===== src/hdl/quadratic_root_solver_core_defines.svh =====
// Assertion macros for the quadratic root solver core.
// Depends on nothing; included by the top level only.
`ifndef QUADRATIC_ROOT_SOLVER_CORE_DEFINES_SVH
`define QUADRATIC_ROOT_SOLVER_CORE_DEFINES_SVH

// Implication checked on every rising edge outside reset.
`define QRS_ASSERT_IMPL(lbl, ante, cons, msg) \
   lbl: assert property (@(posedge clock) disable iff (reset) (ante) |-> (cons)) else $error(msg);

// Fixed-delay response check outside reset.
`define QRS_ASSERT_DELAY(lbl, ante, dly, cons, msg) \
   lbl: assert property (@(posedge clock) disable iff (reset) (ante) |-> ##dly (cons)) else $error(msg);

`endif


===== src/hdl/qrs_pkg.sv =====
// Shared types, widths, codes and the clip function of the quadratic root solver.
// Depends on nothing.
package qrs_pkg;
   localparam int DATA_W  = 32;
   localparam int MAG_W   = 33;
   localparam int PROD_W  = 64;
   localparam int DISC_W  = 67;
   localparam int RAD_W   = 68;
   localparam int ROOT_W  = 34;
   localparam int SREM_W  = ROOT_W + 1;
   localparam int DEN_W   = 34;
   localparam int QUO_W   = 32;
   localparam int THR_W   = 16;
   localparam int STAT_W  = 2;

   localparam logic [STAT_W-1:0] STAT_NONE   = 2'd0;
   localparam logic [STAT_W-1:0] STAT_SINGLE = 2'd1;
   localparam logic [STAT_W-1:0] STAT_TWO    = 2'd2;

   typedef struct packed {
      logic valid;
      logic no_sol;
      logic single;
      logic neg_c;
      logic neg_h;
   } qrs_ctl_type;

   // {sat, value}: apply sign and clip a 32-bit magnitude (ovf: magnitude >= 2^32)
   function automatic logic [DATA_W:0] qrs_clip(input logic [QUO_W-1:0] q,
                                                input logic ovf, input logic neg);
      logic [QUO_W-1:0] m;
      logic             s;
      begin
         m = q;
         s = 1'b0;
         if (neg) begin
            if (ovf || q > 32'h8000_0000) begin
               m = 32'h8000_0000;
               s = 1'b1;
            end
            qrs_clip = {s, 32'd0 - m};
         end else begin
            if (ovf || q[QUO_W-1]) begin
               m = 32'h7FFF_FFFF;
               s = 1'b1;
            end
            qrs_clip = {s, m};
         end
      end
   endfunction
endpackage


===== src/hdl/qrs_div_step.sv =====
// One registered quotient bit for both the centre and the half-spread dividers.
// Depends on qrs_pkg.
module qrs_div_step import qrs_pkg::*; #(
   parameter int STEP = 0
) (
   input  logic             clock,
   input  logic             reset,
   input  qrs_ctl_type      ctl_in,
   input  logic [DEN_W-1:0] den_in,
   input  logic [QUO_W-1:0] lo_c_in,
   input  logic [QUO_W-1:0] lo_h_in,
   input  logic [DEN_W-1:0] rem_c_in,
   input  logic [DEN_W-1:0] rem_h_in,
   input  logic [QUO_W-1:0] quo_c_in,
   input  logic [QUO_W-1:0] quo_h_in,
   input  logic [1:0]       ovf_in,
   output qrs_ctl_type      ctl_ff,
   output logic [DEN_W-1:0] den_ff,
   output logic [QUO_W-1:0] lo_c_ff,
   output logic [QUO_W-1:0] lo_h_ff,
   output logic [DEN_W-1:0] rem_c_ff,
   output logic [DEN_W-1:0] rem_h_ff,
   output logic [QUO_W-1:0] quo_c_ff,
   output logic [QUO_W-1:0] quo_h_ff,
   output logic [1:0]       ovf_ff
);
   localparam int BITPOS = QUO_W - 1 - STEP;

   logic [DEN_W:0] sh_c;
   logic [DEN_W:0] sh_h;
   logic [DEN_W:0] dn;
   logic           ge_c;
   logic           ge_h;
   logic [DEN_W:0] rem_c_in_next;
   logic [DEN_W:0] rem_h_in_next;

   always_comb begin
      dn            = {1'b0, den_in};
      sh_c          = {rem_c_in, lo_c_in[BITPOS]};
      sh_h          = {rem_h_in, lo_h_in[BITPOS]};
      ge_c          = sh_c >= dn;
      ge_h          = sh_h >= dn;
      rem_c_in_next = ge_c ? sh_c - dn : sh_c;
      rem_h_in_next = ge_h ? sh_h - dn : sh_h;
   end

   always_ff @(posedge clock) begin
      if (reset) begin
         ctl_ff.valid <= 1'b0;
      end else begin
         ctl_ff.valid <= ctl_in.valid;
      end
      ctl_ff.no_sol <= ctl_in.no_sol;
      ctl_ff.single <= ctl_in.single;
      ctl_ff.neg_c  <= ctl_in.neg_c;
      ctl_ff.neg_h  <= ctl_in.neg_h;
      den_ff        <= den_in;
      lo_c_ff       <= lo_c_in;
      lo_h_ff       <= lo_h_in;
      rem_c_ff      <= rem_c_in_next[DEN_W-1:0];
      rem_h_ff      <= rem_h_in_next[DEN_W-1:0];
      quo_c_ff      <= {quo_c_in[QUO_W-2:0], ge_c};
      quo_h_ff      <= {quo_h_in[QUO_W-2:0], ge_h};
      ovf_ff        <= ovf_in;
   end
endmodule


===== config.mk =====
export PLATFORM = sky130hd
export DESIGN_NAME = qrs_div_step
export DESIGN_NICKNAME = d
export VERILOG_FILES = /design/src/hdl/quadratic_root_solver_core_defines.svh /design/src/hdl/qrs_pkg.sv /design/src/hdl/qrs_div_step.sv
export SDC_FILE = /design/constraint.sdc
export NUM_CORES = 1
export LEC_CHECK = 0
export BUFFER_PORTS_ARGS = -buffer_cell sky130_fd_sc_hd__clkbuf_2
export CAP_MARGIN = 15
export CORE_AREA = 2 2 183 185
export DETAILED_ROUTE_END_ITERATION = 7
export DIE_AREA = 0 0 185 187
export PLACE_DENSITY = 0.53
export SLEW_MARGIN = 15
export SYNTH_ARGS = -nofsm -noshare
export SYNTH_HDL_FRONTEND = slang
export SYNTH_SLANG_ARGS = --single-unit

===== constraint.sdc =====
create_clock -name clock -period 4.2 [get_ports clock]
set_input_delay 0.42 -clock clock [delete_from_list [all_inputs] [get_ports clock]]
set_output_delay 0.42 -clock clock [all_outputs]
set_load 0.05 [all_outputs]

# == Word-level counts from Yosys, hierarchy flattened ==
# Cells that the tools add are included.
# totals
in_bits,239
elab_cells,19
regBits,237
output_inout_bits,237
# op_classes
n_lt_le_gt_ge,2
add_sub_neg,2
mux,2
# op_table
cell,count
$ge A35 B34 Y1,2
$mux W34,2
$sub A34 B34 Y34,2

# == Logic depth before layout (Yosys ltp) ==
# Gate-level depths: netlist of run 1.
# logic_depth
ltp_word,2
ltp_mapped,13
ltp_nobuf,12

# == Least setup slack after synthesis of run 1 ==
# OpenSTA, ideal clock, no wires.
# synth_path
kind,input-to-reg
from,input port den_in[16]
to,register rem_h_ff[25]
setup_slack_ps,1009
required_time_ps,4079
setup_time_ps,121
arrival_time_ps,3070
stages,11
path_buffers,1
cell_sequence,inv_1 ha_1 a21o_1 a21o_1 a2111oi_4 a31oi_1 a211o_2 a21o_1 a31oi_4 buf_6 mux2_2
# synth_via
elab_chain_len,2
elab_cells_between_ends,3
cone_classes,1 x add/sub; 1 x order compare; 1 x mux
# synth_lines
item,line_no,source
"start, declared",qrs_div_step.sv:9,"input logic [DEN_W-1:0] den_in,"
$sub A34 B34 Y34 or $ge A35 B34 Y1 (tied branches),"qrs_div_step.sv:44, qrs_div_step.sv:42",
$mux W34 *,qrs_div_step.sv:44,rem_h_in_next = ge_h ? sh_h - dn : sh_h;
named net rem_h_in_next[25],qrs_div_step.sv:35,logic [DEN_W:0] rem_h_in_next;
"end signal, assigned",qrs_div_step.sv:61,rem_h_ff <= rem_h_in_next[DEN_W-1:0];
"end, declared",qrs_div_step.sv:22,"output logic [DEN_W-1:0] rem_h_ff,"
# The timed path passes the listed nets; every way through them passes the cells marked *.
# A chain may end at the register's enable or synchronous reset.

# == Worst setup path after layout of run 1 ==
# layout_path
from,input port den_in[17]
to,register rem_h_ff[11]
# layout_via
elab_chain_len,2
# layout_lines
item,line_no,source
$ge A35 B34 Y1,qrs_div_step.sv:42,ge_h = sh_h >= dn;
$mux W34,qrs_div_step.sv:44,
named net rem_h_in_next[11],qrs_div_step.sv:35,
# The timed path passes the listed nets, and every way through them passes these cells.

==> results of run 1 <==
cell families after synthesis:
kind of cell / count (synthesis)
mux: 49
fa+ha+maj: 70
flops: 237
buf+inv: 85
xor+xnor: 51
simple gates: 211
compound gates: 245
power breakdown:
part	total (uW)	switching, uW	internal [uW]	leakage [uW]
clock	2470	975	1490	0.000454
combinational	2170	1480	693	0.00492
sequential	2540	63.4	2480	0.00200
worst max path at each step:
| stage | start | to | slack [ns] |
|---|---|---|---|
| 3_3_place_gp | den_in[14] | rem_h_ff[5] | 0.44 |
| 5_1_grt | den_in[11] | rem_h_ff[17] | 0.27 |
| 4_1_cts | den_in[11] | rem_h_ff[17] | 0.47 |
| 2_1_floorplan | den_in[16] | rem_h_ff[25] | 1.01 |
| 3_5_place_dp | den_in[14] | rem_h_ff[11] | 0.41 |
| 6_report | den_in[17] | rem_h_ff[11] | 0.51 |
worst max-delay path: stages:
cell	delay, ns
dlygate4sd3_1	0.55
clkbuf_2	0.12
inv_1	0.09
ha_1	0.39
and2_1	0.21
and3_1	0.20
a22oi_1	0.39
a31oi_1	0.19
a211o_2	0.40
a21o_1	0.20
a31oi_4	0.18
buf_4	0.36
mux2_2	0.39
placed cells by master (no fill, tap or decap), types with 9 or more instances in the layout:
cell	n
a21o_1	37
a21oi_1	87
clkbuf_16	27
clkbuf_2	473
dfxtp_1	237
dlygate4sd3_1	163
ha_1	68
inv_1	60
mux2_2	44
nand2_1	54
nand3_1	18
nand4_1	11
nor2_1	66
nor3_1	13
o211ai_1	9
o21ai_0	33
o21bai_1	9
xnor2_1	33
xor2_1	18
sequential cells by signal, summed over array words and instances, names as in the netlist:
| signal | flops |
|---|---|
| lo_h_ff | 32 |
| lo_c_ff | 32 |
| quo_c_ff | 32 |
| ctl_ff | 5 |
| rem_h_ff | 34 |
| quo_h_ff | 32 |
| rem_c_ff | 34 |
| den_ff | 34 |
| ovf_ff | 2 |
what timing repair did:
| action | 4_1_cts | 5_1_grt |
|---|---|---|
| gates resized for setup | 0 | 0 |
| hold endpoints to repair | 163 | 0 |
| endpoints found under the setup margin | 0 | 0 |
| hold buffers | 163 | 0 |
metrics by stage:
step / total power, uW / hold slack [ns] / worst slack (ns)
after global routing: 7489 / 0.001328 / 0.2688
final: 7181 / 0.03232 / 0.5096
after floorplan: 4070 / 0.4477 / 1.009
after global placement: 4627 / 0.5233 / 0.4441
after CTS: 7264 / 0.006218 / 0.4686
after detailed placement: 4630 / 0.5239 / 0.4138
final cells by class:
cell class	instances	area [sq um]
fillers	3130	17810
flip-flops and latches	237	4745
multi-input cells	626	4521
repair buffers	641	4049
clock buffers	36	779.5
well taps	448	560.5
inverters	61	229.0
clock inverters	12	161.4
diodes	1	2.502
metal layers:
metal / share of wire [%] / wire (um) / vias to the layer above / track usage [%]
met5: 0 / 0 / - / 0
met1: 40 / 13930 / 4344 / 21.02
li1: - / - / 4662 / -
met4: 3.1 / 1079 / 0 / 6.807
met2: 52 / 18140 / 315 / 36.66
met3: 5.9 / 2062 / 57 / 3.719
==> impl_metrics.toml, run 1 <==
[clock_network]
path_clk_slew_ns = 0.06
cts.sink_count = 237
cts_tree = "done"
postCtsSetupRepairBufs = 0
ctsHtreeMaxLevel = 1
cts-buffers-inserted = 27
clock_path_buffers = 3
cts_root_buf = "clkbuf_16"

[logic_synthesis]
synth-warning-count = 0
synth_top_cells_by_count = "dfxtp_1, a21oi_1, ha_1"
synth_adder_area_share_pct = 9.267
synth_area_leaders = "dfxtp_1, ha_1, mux2_2, a21oi_1, xnor2_1"
synth_top_area_share_pct = 49.36
post_synth_xor_xnor_area_pct = 4.647
post_synth_instance_area_sq_mm = 0.009613
async_reset_ff_share_pct = 0
synth_top_family_by_area = "compound AO/OA/AOI/OAI gates"
synth.most_common_cell = "dfxtp_1"
synthFlopType = "dfxtp_1"
synth_enable_flop_cells = 0
synth.avg_cell_area_sq_um = 10.14
synth.yosys.seq_area_share_pct = 49.36
synth_instances = 948
synth_register_bits = 237
yosysTopAreaCell = "dfxtp_1"
synth_compound_gate_area_share_pct = 16.95
synth_simple_gate_area_share_pct = 10.49
postSynthNetCount = 1257
netlist-cell-type-count = 66
post_synth_mux_area_share_pct = 5.675

[floorplan]
die_height_um = 187
fp-row-count = 67
effective_utilization_at_floorplan_pct = 29.25
die_w_um = 185
fp.dieArea_sq_mm = 0.03460
core_area_sq_mm = 0.03286
ioPinCount = 476

[route]
route.detailed.wl_per_inst_um = 17.08
initial_drc_count = 606
route.detailed.vias_per_inst = 4.548
detail_route.first_pass.iterations = 5
totalWireLength_um = 35220
detailroute.via_count = 9378
drc_violations_left = 0
route.antenna.remaining_nets = 0

[cells_and_area]
synthToLayoutAreaGrowth_pct = 56.53
postLayoutCoreUtil_pct = 45.79
finish.cell_count_without_fillers = 2062
nNetsFinal = 1903
design_area_sq_mm = 0.01505
layout-drive-gt1-share_pct = 36.21

[min_path]
hold_start = "den_in[14]"
hold_class = "primary input to register"
min_to = "den_ff[14]"
hold-path-cell-count = 1

[sta]
max_slew_headroom_pct = 58.66
finalWorstPathRequiredPeriod_ns = 3.690
setup_total_negative_slack_ns = 0
fmax_mhz = 271.0
period_share_pct = 87.87
final_hold_vio_count = 0
rsz0062_at_grt = "no"
worst_slew_pin_slew_ns = 0.6044
setup_violations = 0
timing_max_transition_violations_final = 0

[global_routing]
grt_pass1_vias = 9501
globalRouteOverflowTotal = 0
antenna_violations_before_repair = 1
gr-usage-all-layers_pct = 19.31
grt_start_max_net_pins = 50
grt_first_pass_wirelength_um = 52120

[job]
timing.max_cap.violations = 0

[setup_path]
critical_path_peak_fanout = 26
critical_path_class = "primary input to register"
required_time_reported_for_the_critical_path_endpoint_ns = 4.64
timing.critical_path.from_type = "primary input"
worstSetupEndpointType = "register"
cp_data_arrival_time_ns = 4.13

[power]
power.density_cell_area_mw_per_mm2 = 477.2
cellLeakagePower_uw = 0.007379
worst_ir_drop_vdd_v = 0.0003215

[placed_design]
detailed_place.area_sq_mm = 0.01247
io_buffers = 473
hpwlAfterDp_um = 26840
dp_cells = 1850
gpl.final_weighted_congestion = 0.8658

[run_status]
status = "complete, no violations"
(Power assumes the default switching activity.)
==> run 2: changes to the inputs <==
Clock period 4.2 ns to 3.9 ns, I/O delays scaled along.
==> run 2 against run 1 <==
Compared with the run above:
- first-iteration DRC count decreased by 42%
- critical path depth unchanged
- power increased by 6.8%
- sequential power increased by 8%
- final cell count increased by 0.48%
- sequential share of layout area decreased by 0.097 points
- routed wire length increased by 1.7%
- setup slack got worse by 0.14 ns
- design area increased by 0.31%
- via count increased by 0.37%
- clock power increased by 4%
- flip-flop and latch count unchanged
- critical path type unchanged
==> impl_metrics.toml, run 2 (synthesized netlist as in run 1, its figures left out) <==
[run_status]
status = "complete, no violations"

[sta]
fmax_mhz = 283.1
setup_total_negative_slack_ns = 0
rsz0062_at_grt = "no"
finalWorstPathRequiredPeriod_ns = 3.533
setup_violations = 0
worst_slew_pin_slew_ns = 0.6276
final_hold_vio_count = 0
timing_max_transition_violations_final = 0
period_share_pct = 90.58
max_slew_headroom_pct = 57.61

[global_routing]
antenna_violations_before_repair = 2
grt_pass1_vias = 9610
grt_first_pass_wirelength_um = 53270
globalRouteOverflowTotal = 0
grt_start_max_net_pins = 50
gr-usage-all-layers_pct = 19.87

[setup_path]
cp_data_arrival_time_ns = 3.97
crit_path_cell_trace = "dlygate4sd3_1 > clkbuf_2 > inv_1 > ha_1 > a21o_1 > a21o_1 > a2111oi_4 > a31oi_1 > a211o_2 > a21o_1 > a31oi_4 > buf_12 > mux2_2"
path_buf_inv = 4
library_cell_appearing_most_often_on_the_critical_path = "a21o_1"
timing.critical_path.from_type = "primary input"
cp_top_family = "compound AO/OA/AOI/OAI gates"
worstSetupEndpointType = "register"
critical_path_peak_fanout = 26
crit_path_max_incr_delay_ns = 0.53
required_time_reported_for_the_critical_path_endpoint_ns = 4.33
crit_slowest_cell = "dlygate4sd3_1"
critical_path_class = "primary input to register"

[route]
detailroute.via_count = 9413
detail_route.first_pass.iterations = 5
drc_violations_left = 0
route.detailed.wl_per_inst_um = 17.29
route.antenna.remaining_nets = 0
initial_drc_count = 353
totalWireLength_um = 35820
route.detailed.vias_per_inst = 4.543

[cells_and_area]
nNetsFinal = 1911
reg_top3 = "den_ff: 34 flops, rem_c_ff: 34 flops, rem_h_ff: 34 flops"
final.fill_count = 3146
most_used_cells_in_the_layout_excluding_fill_and_tap_cells = "clkbuf_2, dfxtp_1, dlygate4sd3_1, a21oi_1, ha_1"
area.sequential_sq_mm = 0.004745
most_common_cell_after_layout_fill_and_taps_aside = "clkbuf_2"
design_area_sq_mm = 0.01509
layout-drive-gt1-share_pct = 36.25
total_area_of_multi_input_combinational_cells_sq_mm = 0.004521
synthToLayoutAreaGrowth_pct = 57.01

[clock_network]
path_clk_slew_ns = 0.06
cts_tree = "done"
cts.sink_count = 237
postCtsSetupRepairBufs = 0
cts-buffers-inserted = 27
clock_path_buffers = 3
ctsHtreeMaxLevel = 1
cts_root_buf = "clkbuf_16"

[placed_design]
detailed_place.area_sq_mm = 0.01253
hpwlAfterDp_um = 26610
gpl.final_weighted_congestion = 0.8550
io_buffers = 473

[power]
power.density_cell_area_mw_per_mm2 = 508.2
worst_ir_drop_vdd_v = 0.0003525
cellLeakagePower_uw = 0.007402

[floorplan]
fp.dieArea_sq_mm = 0.03460
ioPinCount = 476
fp-row-count = 67
core_area_sq_mm = 0.03286
die_w_um = 185
effective_utilization_at_floorplan_pct = 29.25
die_height_um = 187

[min_path]
hold_class = "primary input to register"

[job]
timing.max_cap.violations = 0
run 2: final timing paths:
path	from	endpoint	slack (ns)	cells past startpoint
max	den_in[16]	rem_h_ff[10]	0.37	13
min	lo_c_in[31]	lo_c_ff[31]	0.02	1
run 2: per-layer routing:
metal | wire, um | up-vias | track usage (%)
li1 | - | 4688 | -
met1 | 14050 | 4353 | 21.55
met2 | 18540 | 307 | 37.87
met3 | 2161 | 65 | 3.914
met4 | 1065 | 0 | 6.746
met5 | 0 | - | 0
run 2: area by class of cell:
class,count,area share (%)
diodes,2,0.03316
repair buffers,649,27.34
clock inverters,14,1.136
flip-flops and latches,237,31.44
multi-input cells,626,29.95
clock buffers,35,4.874
inverters,61,1.517
well taps,448,3.714
run 2: per-stage QoR:
stage / setup slack, ns / util [%] / hold slack (ns) / instances / power [uW]
after floorplan: 0.7390 / - / 0.4177 / 948 / 4383
after global placement: 0.3524 / 38.13 / 0.4929 / 1856 / 4991
after detailed placement: 0.3533 / 38.13 / 0.4939 / 1856 / 4991
after CTS: 0.3791 / 45.91 / 0.002426 / 2070 / 7756
after global routing: 0.2269 / 45.93 / 0.006546 / 2072 / 8008
final: 0.3674 / 45.93 / 0.02488 / 2072 / 7670
run 2: what timing repair did:
action,CTS,global route
endpoints found under the setup margin,0,0
hold buffers,165,0
gates resized for setup,0,0
hold endpoints to repair,165,0
run 2: power breakdown:
group,total [uW],leakage [uW],internal [uW],switching [uW]
sequential,2740,0.00200,2670,70.4
combinational,2350,0.00497,754,1590
clock,2580,0.000437,1540,1040
total,7670,0.00740,4960,2710
