--- config.mk ---
export PLATFORM = sky130hd
export DESIGN_NAME = qrs_sqrt_step
export DESIGN_NICKNAME = d
export VERILOG_FILES = /design/src/hdl/quadratic_root_solver_core_defines.svh /design/src/hdl/qrs_pkg.sv /design/src/hdl/qrs_sqrt_step.sv
export SDC_FILE = /design/constraint.sdc
export NUM_CORES = 1
export LEC_CHECK = 0
export BUFFER_PORTS_ARGS = -buffer_cell sky130_fd_sc_hd__buf_2
export CAP_MARGIN = 15
export CORE_AREA = 2 2 163 165
export CTS_CLUSTER_DIAMETER = 200
export DETAILED_ROUTE_END_ITERATION = 10
export DIE_AREA = 0 0 165 167
export PLACE_DENSITY_LB_ADDON = 0.05
export SYNTH_ARGS = -nofsm -noshare
export SYNTH_HDL_FRONTEND = slang
export SYNTH_SLANG_ARGS = --single-unit
--- constraint.sdc ---
create_clock -name clock -period 3.4 [get_ports clock]
set_input_delay 0.68 -clock clock [delete_from_list [all_inputs] [get_ports clock]]
set_output_delay 0.68 -clock clock [all_outputs]
set_load 0.01 [all_outputs]
--- src/hdl/quadratic_root_solver_core_defines.svh ---
// Assertion macros for the quadratic root solver core.
// Depends on nothing; included by the top level only.
`ifndef QUADRATIC_ROOT_SOLVER_CORE_DEFINES_SVH
`define QUADRATIC_ROOT_SOLVER_CORE_DEFINES_SVH

// Implication checked on every rising edge outside reset.
`define QRS_ASSERT_IMPL(lbl, ante, cons, msg) \
   lbl: assert property (@(posedge clock) disable iff (reset) (ante) |-> (cons)) else $error(msg);

// Fixed-delay response check outside reset.
`define QRS_ASSERT_DELAY(lbl, ante, dly, cons, msg) \
   lbl: assert property (@(posedge clock) disable iff (reset) (ante) |-> ##dly (cons)) else $error(msg);

`endif

--- src/hdl/qrs_pkg.sv ---
// Shared types, widths, codes and the clip function of the quadratic root solver.
// Depends on nothing.
package qrs_pkg;
   localparam int DATA_W  = 32;
   localparam int MAG_W   = 33;
   localparam int PROD_W  = 64;
   localparam int DISC_W  = 67;
   localparam int RAD_W   = 68;
   localparam int ROOT_W  = 34;
   localparam int SREM_W  = ROOT_W + 1;
   localparam int DEN_W   = 34;
   localparam int QUO_W   = 32;
   localparam int THR_W   = 16;
   localparam int STAT_W  = 2;

   localparam logic [STAT_W-1:0] STAT_NONE   = 2'd0;
   localparam logic [STAT_W-1:0] STAT_SINGLE = 2'd1;
   localparam logic [STAT_W-1:0] STAT_TWO    = 2'd2;

   typedef struct packed {
      logic valid;
      logic no_sol;
      logic single;
      logic neg_c;
      logic neg_h;
   } qrs_ctl_type;

   // {sat, value}: apply sign and clip a 32-bit magnitude (ovf: magnitude >= 2^32)
   function automatic logic [DATA_W:0] qrs_clip(input logic [QUO_W-1:0] q,
                                                input logic ovf, input logic neg);
      logic [QUO_W-1:0] m;
      logic             s;
      begin
         m = q;
         s = 1'b0;
         if (neg) begin
            if (ovf || q > 32'h8000_0000) begin
               m = 32'h8000_0000;
               s = 1'b1;
            end
            qrs_clip = {s, 32'd0 - m};
         end else begin
            if (ovf || q[QUO_W-1]) begin
               m = 32'h7FFF_FFFF;
               s = 1'b1;
            end
            qrs_clip = {s, m};
         end
      end
   endfunction
endpackage

--- src/hdl/qrs_sqrt_step.sv ---
// One registered digit of the restoring integer square root.
// Depends on qrs_pkg.
module qrs_sqrt_step import qrs_pkg::*; #(
   parameter int STEP = 0
) (
   input  logic              clock,
   input  logic              reset,
   input  qrs_ctl_type       ctl_in,
   input  logic [RAD_W-1:0]  rad_in,
   input  logic [SREM_W-1:0] rem_in,
   input  logic [ROOT_W-1:0] root_in,
   input  logic [DEN_W-1:0]  den_in,
   input  logic [MAG_W-1:0]  mb_in,
   output qrs_ctl_type       ctl_ff,
   output logic [RAD_W-1:0]  rad_ff,
   output logic [SREM_W-1:0] rem_ff,
   output logic [ROOT_W-1:0] root_ff,
   output logic [DEN_W-1:0]  den_ff,
   output logic [MAG_W-1:0]  mb_ff
);
   localparam int DIGIT = ROOT_W - 1 - STEP;

   logic [SREM_W+1:0] shifted;
   logic [SREM_W+1:0] trial;
   logic              ge;
   logic [SREM_W+1:0] diff;
   logic [SREM_W-1:0] rem_in_next;
   logic [ROOT_W-1:0] root_in_next;

   always_comb begin
      shifted      = {rem_in, rad_in[2*DIGIT+1 -: 2]};
      trial        = {1'b0, root_in, 2'b01};
      ge           = shifted >= trial;
      diff         = shifted - trial;
      rem_in_next  = ge ? diff[SREM_W-1:0] : shifted[SREM_W-1:0];
      root_in_next = {root_in[ROOT_W-2:0], ge};
   end

   always_ff @(posedge clock) begin
      if (reset) begin
         ctl_ff.valid <= 1'b0;
      end else begin
         ctl_ff.valid <= ctl_in.valid;
      end
      ctl_ff.no_sol <= ctl_in.no_sol;
      ctl_ff.single <= ctl_in.single;
      ctl_ff.neg_c  <= ctl_in.neg_c;
      ctl_ff.neg_h  <= ctl_in.neg_h;
      rad_ff        <= rad_in;
      rem_ff        <= rem_in_next;
      root_ff       <= root_in_next;
      den_ff        <= den_in;
      mb_ff         <= mb_in;
   end
endmodule

Word level (Yosys, flattened, before mapping)
Cells that the tools add are included.
- reduce and logical (&&, ||, !) cells: 0
- equality and inequality tests: 0
- magnitude comparators: 1
- bitwise gates (word level): 0
- $mul: 0
- add/sub/neg operators: 1
- muxes and demuxes: 1
- div/mod/pow operators: 0
- shift-type cells: 0
- operator list (cell ; number):
    37-bit by 36-bit >= comparator with 1-bit output ; 1
    35-bit 2-to-1 mux ; 1
    35-bit subtractor ; 1
- word-level logic and storage cells: 13
- output and inout port bits: 209
- latch bits: 0
- memories kept: 0
- RAM bits: 0
- input port bits: 211
- bits in read-only memories: 0
- register bits after elaboration: 209

Longest topological paths before layout
Gate-level depths: netlist of the first run.
- depth after elaboration: 2
- mapped depth: 13

Worst setup path before layout of the first run
No wires, ideal clock.
- kind: in2reg
- start point: input root_in[2]
- end point: register rem_ff[14]
- setup time: 123 ps
- buffers on the path: 1
- path slack: 386 ps
- stages: 11
- data arrival time: 2891 ps
- path through: inv_1 > ha_1 > o211ai_1 > o211ai_2 > o2111ai_1 > o211ai_2 > a21o_1 > a21oi_2 > o41ai_4 > buf_6 > mux2_1
- cells in the longest elaborated chain, start to end: 2
- elaborated cells between the ends (all ways): 3
- RTL lines (what ; line ; text):
    start: declaration ; qrs_sqrt_step.sv:11 ; input logic [ROOT_W-1:0] root_in,
    35-bit subtractor / 37-bit by 36-bit >= comparator with 1-bit output (equally long branches) ; qrs_sqrt_step.sv:34, qrs_sqrt_step.sv:33 ;
    35-bit 2-to-1 mux * ; qrs_sqrt_step.sv:35 ; rem_in_next = ge ? diff[SREM_W-1:0] : shifted[SREM_W-1:0];
    named net rem_in_next[14] ; qrs_sqrt_step.sv:27 ; logic [SREM_W-1:0] rem_in_next;
    end signal: assignment ; qrs_sqrt_step.sv:50 ; rem_ff <= rem_in_next;
    end: declaration ; qrs_sqrt_step.sv:16 ; output logic [SREM_W-1:0] rem_ff,
Mark *: on every way through the listed nets, which the timed path passes. The rest lies on a longest branch.
A chain may end at the register's enable or synchronous reset.

Worst setup path after layout of the first run
- start point: input root_in[2]
- end point: register rem_ff[27]
The elaborated chain is that of the path after synthesis.

==> out/results.txt, run 1 <==
The congestion estimate from routability-driven global placement came to 0.738. For this design, the CTS-stage hold fixing added 0 buffers. The final number of max-transition violations was 0; the count of unresolved DRC violations after routing was 0. The height of the chip came out at 167 um.

The xor-xnor portion of the synthesized cell area works out to 0.0436. Synthesized-area fraction occupied by and/or/nand/nor cells: 0.0754. The cell accounting for the most synthesized area was sky130_fd_sc_hd__dfxtp_1. Post-synthesis sequential element count: 209. After synthesis, the largest family of logic cells by area is compound AO/OA/AOI/OAI gates. Static timing analysis puts the maximum clock frequency at 359 MHz. Mux cell area share after synthesis: 0.0149. Once routing completed, OpenROAD measured the worst setup slack at 0.615 ns.

No sink is reached through more buffers than the 3 on the longest clock path. The worst setup path is launched from an input port. The average cell area after synthesis works out to 11.3 um2.

Summing every instance area after synthesis gives 0.00663 mm2. Setup repair after global routing left no endpoint under its margin. For the total negative slack, the log shows 0 ns.

The post-route fraction of the period consumed by the critical path was 0.819. At the placement stage, the worst setup path has a slack of 0.0812 ns. The completed layout was analyzed and its total power is 0.00630 W. The count of nets left with antenna violations once routing finished came out at 0. The run gives 0.632 as the post-synthesis sequential area ratio.

The worst ir drop on vdd is 0.350 mV, and the final instance area is 0.0100 mm2. From synthesis to final layout, the design area changed by 51.6%. Summing over every cut layer, the via total after detailed routing is 5733. The arithmetic-cell share of the synthesized area counting full adders, half adders and majority gates is 0.0680. The run finished with clean final reports. The first global-routing pass estimated 32400 um of wire. In the post-synthesis netlist, the biggest area contributors are sky130_fd_sc_hd__dfxtp_1, sky130_fd_sc_hd__ha_1, sky130_fd_sc_hd__a21oi_1, sky130_fd_sc_hd__xnor2_1, sky130_fd_sc_hd__inv_1. CTS saw 209 sinks. Power spread over the standard cell area amounts to 627 mW/mm2. Tightest slew margin relative to the limit: 0.720. For the effective utilization at floorplan, the log shows 0.257. Setup violations remaining at the end of the flow were counted as 0. The run gives 5740 as the via count of the first global-routing pass. Number of fillers in the final layout: 2649. For the finished layout, the period the worst path requires is 2.79 ns. The proportion of netlist area held by the largest area contributor was 0.632; the via count normalized by instance count was 4.13. The number of nets in the synthesized netlist is 832. The chip width works out to 165 um.

After technology mapping, the gate count stands at 585. Gates resized during post-CTS repair numbered 0. After the first detailed-routing iteration, the DRC count stood at 197. The category of the most critical setup path is in -> reg.

The maximum level of the CTS H-tree is 1. Along the worst path, the maximum fanout reaches 25. After the last flow step, the layout net total stands at 1283. In this run the static leakage power is 5.10 nW.

Summed over all layers, the routed wires come to 22100 um. Yosys printed 0 warnings. Core footprint: 0.0258 mm2.

The die covers 0.0276 mm2. The run gives 0 as the diode insertion count for antenna repair. The initial antenna violation count was 1; the detailed-route wire length per cell was 15.9 um.

The tree is rooted in a sky130_fd_sc_hd__clkbuf_16. The HPWL after detailed placement is 18300 um. The count of pins on the block boundary was 420; the clock slew at the register clock pins of the worst setup and hold paths was 0.06 ns. Entering global routing, the biggest net connects 26 pins. The number of buffer cells added on primary ports came out at 419. For this run the aggregate overflow at the end of global routing stands at 0. The run gives 0.152 as the all-layer global routing usage. For the pin with the worst max-slew slack, the measured transition is 0.416 ns. The arrival time reported for the critical path endpoint is 3.22 ns.

TritonCTS built the clock tree. The run gives 0.390 as the final design utilization. The tools report the number of buffers inserted by post-CTS setup repair as 0. The worst setup path is captured at a register.

Data on the critical path is required at its endpoint by 3.84 ns. Compound-gate portion of the synthesized area: 0.129. Among all flip-flop cells after synthesis, the most frequent one is sky130_fd_sc_hd__dfxtp_1.

Counting flops with a built-in enable in the synthesized netlist gives 0. The total of max-cap violations was 0; the count of final hold-check violations was 0. The worst min-delay path category is in -> reg. The share of cells above drive strength 1 is 0.469. The netlist uses 47 different library cells. The total cell area at the placement stage is 0.00923 mm2, and the site row count is 59. For the number of buffers created by CTS, the log shows 24.

The first detailed-routing pass took 4 iterations. Async set-reset flop share out of synthesis: 0.
==> critical path, stage by stage <==
cell	delay (ns)
sky130_fd_sc_hd__buf_2	0.08
sky130_fd_sc_hd__inv_1	0.04
sky130_fd_sc_hd__ha_1	0.35
sky130_fd_sc_hd__o211ai_1	0.14
sky130_fd_sc_hd__o211ai_2	0.20
sky130_fd_sc_hd__o2111ai_1	0.19
sky130_fd_sc_hd__o211ai_2	0.22
sky130_fd_sc_hd__a21o_1	0.19
sky130_fd_sc_hd__a21oi_2	0.09
sky130_fd_sc_hd__o41ai_4	0.39
sky130_fd_sc_hd__buf_12	0.22
sky130_fd_sc_hd__buf_4	0.22
sky130_fd_sc_hd__mux2i_1	0.20
==> cell families (layout without fill, tap and decap cells) <==
kind of cell / Yosys count / count (layout)
compound gates: 131 / 131
xor+xnor: 33 / 33
fa+ha+maj: 36 / 36
buf+inv: 59 / 528
flops: 209 / 209
mux: 9 / 9
simple gates: 108 / 108
==> Yosys cell counts, types with 4 or more instances <==
library cell,count
sky130_fd_sc_hd__dfxtp_1,209
sky130_fd_sc_hd__a21oi_1,59
sky130_fd_sc_hd__inv_1,44
sky130_fd_sc_hd__nor2_1,40
sky130_fd_sc_hd__ha_1,36
sky130_fd_sc_hd__nand2_1,25
sky130_fd_sc_hd__xnor2_1,21
sky130_fd_sc_hd__o21ai_0,19
sky130_fd_sc_hd__a21o_1,18
sky130_fd_sc_hd__nand4_1,12
sky130_fd_sc_hd__xor2_1,12
sky130_fd_sc_hd__nand3_1,8
sky130_fd_sc_hd__clkbuf_1,7
sky130_fd_sc_hd__nor2b_1,7
sky130_fd_sc_hd__nor3_1,5
sky130_fd_sc_hd__buf_4,4
sky130_fd_sc_hd__mux2_1,4
sky130_fd_sc_hd__o21a_1,4
==> final cells by class <==
class | count | area (um2) | area share
Inverter | 44 | 165 | 0.0164
Timing Repair Buffer | 440 | 2270 | 0.226
Clock buffer | 28 | 636 | 0.0633
Clock inverter | 16 | 181 | 0.0181
Sequential cell | 209 | 4180 | 0.416
Tap cell | 335 | 419 | 0.0417
Multi-Input combinational cell | 317 | 2190 | 0.218
==> path summary, 6_finish.rpt <==
| check | startpoint | slack (ns) | endpoint | cells past startpoint |
|---|---|---|---|---|
| max | root_in[2] | 0.61 | rem_ff[27] | 13 |
| min | rad_in[20] | 0.26 | rad_ff[20] | 1 |
==> through the flow <==
step | hold slack [ns] | std cells
floorplan | 0.708 | 585
global placement | 0.782 | 1345
detailed placement | 0.784 | 1345
CTS | 0.227 | 1389
global route | 0.230 | 1389
finish | 0.258 | 1389
==> power by group <==
group          leakage [nW]  internal, W  total (W)  switching, W
Sequential             1.76      0.00265    0.00269     0.0000437
Combinational          2.94     0.000452   0.000989      0.000538
Clock                 0.398      0.00158    0.00262       0.00104
==> sequential cells by signal, indices dropped and copies added (netlist names) <==
name	count
rad_ff	68
rem_ff	35
den_ff	34
root_ff	34
mb_ff	33
ctl_ff	5
==> placed cells by master (no fill, tap or decap), drive strengths merged, types with 7 or more instances in the layout <==
cell type  count
buf          440
nand2         25
a21oi         60
clkbuf        28
xor2          12
inv           45
nor2b          7
ha            36
nor2          40
nand4         12
xnor2         21
o21ai         19
a21o          18
nand3          8
mux2           7
dfxtp        209
clkinv         9
==> layer usage <==
metal | global-route usage | up-vias | wire length [um]
met3 | 0.0426 | 32 | 1900
li1 | - | 2894 | -
met4 | 0.0393 | 0 | 519
met2 | 0.285 | 227 | 11400
met5 | 0 | - | 0
met1 | 0.166 | 2580 | 8310
Note: power is estimated with default switching activity, not from simulation.
==> inputs of run 2 (changes only) <==
Clock period 3.4 ns to 2.7 ns, I/O delays scaled along.
==> out/results.txt, run 2 (synthesis gave the netlist of run 1 again) <==
The die is 167 um tall. Dividing the detail-routed via count by the number of cells gives 4.03. The initial antenna violation count is 0, and the maximum fanout along the worst path is 9. The startpoint of the lowest-slack hold path is rad_in[20].

The internal portion of the total power is 0.00595 W. The final number of max-transition violations was 0; the effective utilization at floorplan was 0.257. Counting every sink on the clock net gives 209. The run gives 0.157 as the all-layer global routing usage.

In this run the post-CTS setup repair buffer count came out at 0. The die covers 0.0276 mm2. The count of unresolved DRC violations after routing was 0; the net switching fraction of the power was 0.256.

The worst hold slack after final layout came out at 0.118 ns. The maximum level of the CTS H-tree was 1. In this run the remaining antenna-violating nets after routing total 0. For the total cell area at the placement stage, the log shows 0.00999 mm2. For the DRC marker count from the first detailed-route iteration, the log shows 192. STA classifies the critical path endpoint as a register.

The signal on the critical path passes through buf_2 -> inv_8 -> ha_4 -> o211ai_1 -> o211ai_2 -> o2111ai_2 -> o211ai_2 -> a21o_1 -> a21oi_4 -> o41ai_4 -> buf_4 -> mux2_1. The via count of the first global-routing pass was 5858; the fraction of power consumed by sequential logic was 0.425. The most repeated library cell on the critical path is sky130_fd_sc_hd__o211ai_2. Clock tree synthesis selected as its root buffer the cell sky130_fd_sc_hd__clkbuf_16. The count of hold buffers inserted by post-cts repair was 0.

The flow ran to the end, and the final reports show no timing, DRC or antenna violations. The final design utilization was 0.418; the arrival time reported for the critical path endpoint was 2.94 ns. The logs give 1473 for the non-filler instance count after layout and 0 for the total grt overflow. The power density normalized to cell area was 744 mW/mm2. From synthesis to final layout, the design area changed by 62.5%.

The launching element type of the critical path was an input port. The post-placement worst setup slack came out at -0.349 ns. For the worst ir drop on vdd, the log shows 0.477 mV.

Category of the most critical setup path: in -> reg. The register containing the most flip-flops in the final layout is rad_ff. For the pin with the worst max-slew slack, the measured transition is 0.431 ns. The library cells used most frequently in the layout, excluding fill and tap cells, are sky130_fd_sc_hd__buf_2, sky130_fd_sc_hd__dfxtp_1, sky130_fd_sc_hd__buf_4. Clock-pin slew was measured on the worst setup and hold paths at 0.06 ns. Subtracting the final worst setup slack from the clock period gives 2.54 ns. The standard cell with the maximum stage delay on the critical path was sky130_fd_sc_hd__o41ai_4. For this run, the top clock speed supported by timing is 393 MHz.

TritonCTS created 24 clock buffers. Entering global routing, the biggest net connects 21 pins. TritonCTS built the clock tree. Summed over all nets, the half-perimeter wirelength after detailed placement is 19300 um.

The number of flip-flops under the largest register name was 68. Part of the power in the clock network: 0.396. The floorplan has 59 rows. The core footprint was 0.0258 mm2. Counting along the longest clock path gives a buffer depth of 3.

The tools report the first-pass GRT wire length as 33100 um. Setup repair after global routing left no endpoint under its margin. The share of cells above drive strength 1 was 0.517; the total of max-cap violations was 0.

The commonest non-fill, non-tap cell in the layout was sky130_fd_sc_hd__buf_2. The sum of routed wire length over all layers was 22900 um; the number of cells traversed by the worst hold path was 1. The number of antenna diodes in the final layout is 0. In the final layout, the registers with the most flip-flops are rad_ff x68, rem_ff x35. Dividing the detail-routed wire length by the instance count gives 15.6 um.

The combinational fraction of design power came out at 0.179. The largest stage delay on the critical path was 0.35 ns. The post-route fraction of the period consumed by the critical path was 0.942; the cell leakage power was 5.53 nW.

The critical path data required time came out at 3.10 ns. The total setup violations reported at the end of the flow is 0. Chip width: 165 um. The number of detailed-routing iterations run before antenna repair was 7; the count of final hold-check violations was 0.

The worst hold path endpoint was rad_ff[20]. The tools report the reported net switching power as 0.00205 W. The congestion estimate from routability-driven global placement came to 0.776. After layout, the worst setup slack is 0.158 ns. Input and output buffers added on the ports amount to 419.

The tools report the count of pins on the block boundary as 420. With fillers left out, the area of the finished cells amounts to 0.0108 mm2. The number of placed instances, taps included, is 1434. The tightest slew margin relative to the limit is 0.710, and the number of fillers in the final layout is 2634. The tools report the number of nets in the finished design as 1372. The vias after detailed routing is 5938.

The path class of the tightest hold or removal check is in -> reg.
## run 2: cell count changes in the layout (fill, tap and decap cells not counted), moves of 2 or more
cell and delta:
sky130_fd_sc_hd__clkinvlp_4 -2, sky130_fd_sc_hd__inv_8 +2, sky130_fd_sc_hd__ha_4 +3, sky130_fd_sc_hd__inv_1 -3, sky130_fd_sc_hd__clkinv_2 -3, sky130_fd_sc_hd__buf_4 +88, sky130_fd_sc_hd__ha_1 -3
## run 2: how the worst max path moves through the flow
stage,startpoint,end,slack [ns]
2_1_floorplan,root_in[2],rem_ff[14],-0.1
4_1_cts,root_in[1],rem_ff[20],0.19
5_1_grt,root_in[2],rem_ff[11],0.04
3_3_place_gp,root_in[1],rem_ff[21],-0.32
6_report,root_in[2],rem_ff[20],0.16
3_5_place_dp,root_in[1],rem_ff[20],-0.35
## run 2: through the flow
stage | TNS (ns) | total power (W)
global route | 0 | 0.00841
CTS | 0 | 0.00814
floorplan | -0.392 | 0.00413
global placement | -8.18 | 0.00493
finish | 0 | 0.00800
detailed placement | -8.84 | 0.00492
## run 2: critical path, delay by kind of cell
family	cells	cell delay (ns)
AOI/OAI and AO/OA	7	1.36
buffers and inverters	3	0.42
adders and majority gates	1	0.27
muxes	1	0.34
## run 2: metal layers
| layer | wire, um | track usage | vias to the layer above |
|---|---|---|---|
| met5 | 0 | 0 | - |
| met4 | 354 | 0.0363 | 0 |
| met1 | 8940 | 0.180 | 2618 |
| li1 | - | - | 3064 |
| met2 | 12000 | 0.295 | 228 |
| met3 | 1640 | 0.0329 | 28 |
## run 2: repair_timing
| item | 4_1_cts | 5_1_grt |
|---|---|---|
| gates resized for setup | 0 | 1 |
| endpoints found under the hold margin | 0 | 0 |
| setup endpoints to repair | 0 | 1 |
## run 2: power by group through the flow
stage	clock (W)	sequential, W	combinational (W)
floorplan	0	0.00361	0.000523
global placement	0	0.00347	0.00146
detailed placement	0	0.00347	0.00145
CTS	0.00327	0.00340	0.00146
global route	0.00341	0.00342	0.00157
finish	0.00317	0.00340	0.00143
## run 2: layout make-up
class / instances / area, um2 / area share
Multi-Input combinational cell: 317 / 2260 / 0.210
Timing Repair Buffer: 529 / 2950 / 0.274
Tap cell: 335 / 419 / 0.0389
Clock inverter: 10 / 121 / 0.0113
Sequential cell: 209 / 4180 / 0.389
Clock buffer: 29 / 649 / 0.0603
Inverter: 44 / 183 / 0.0170
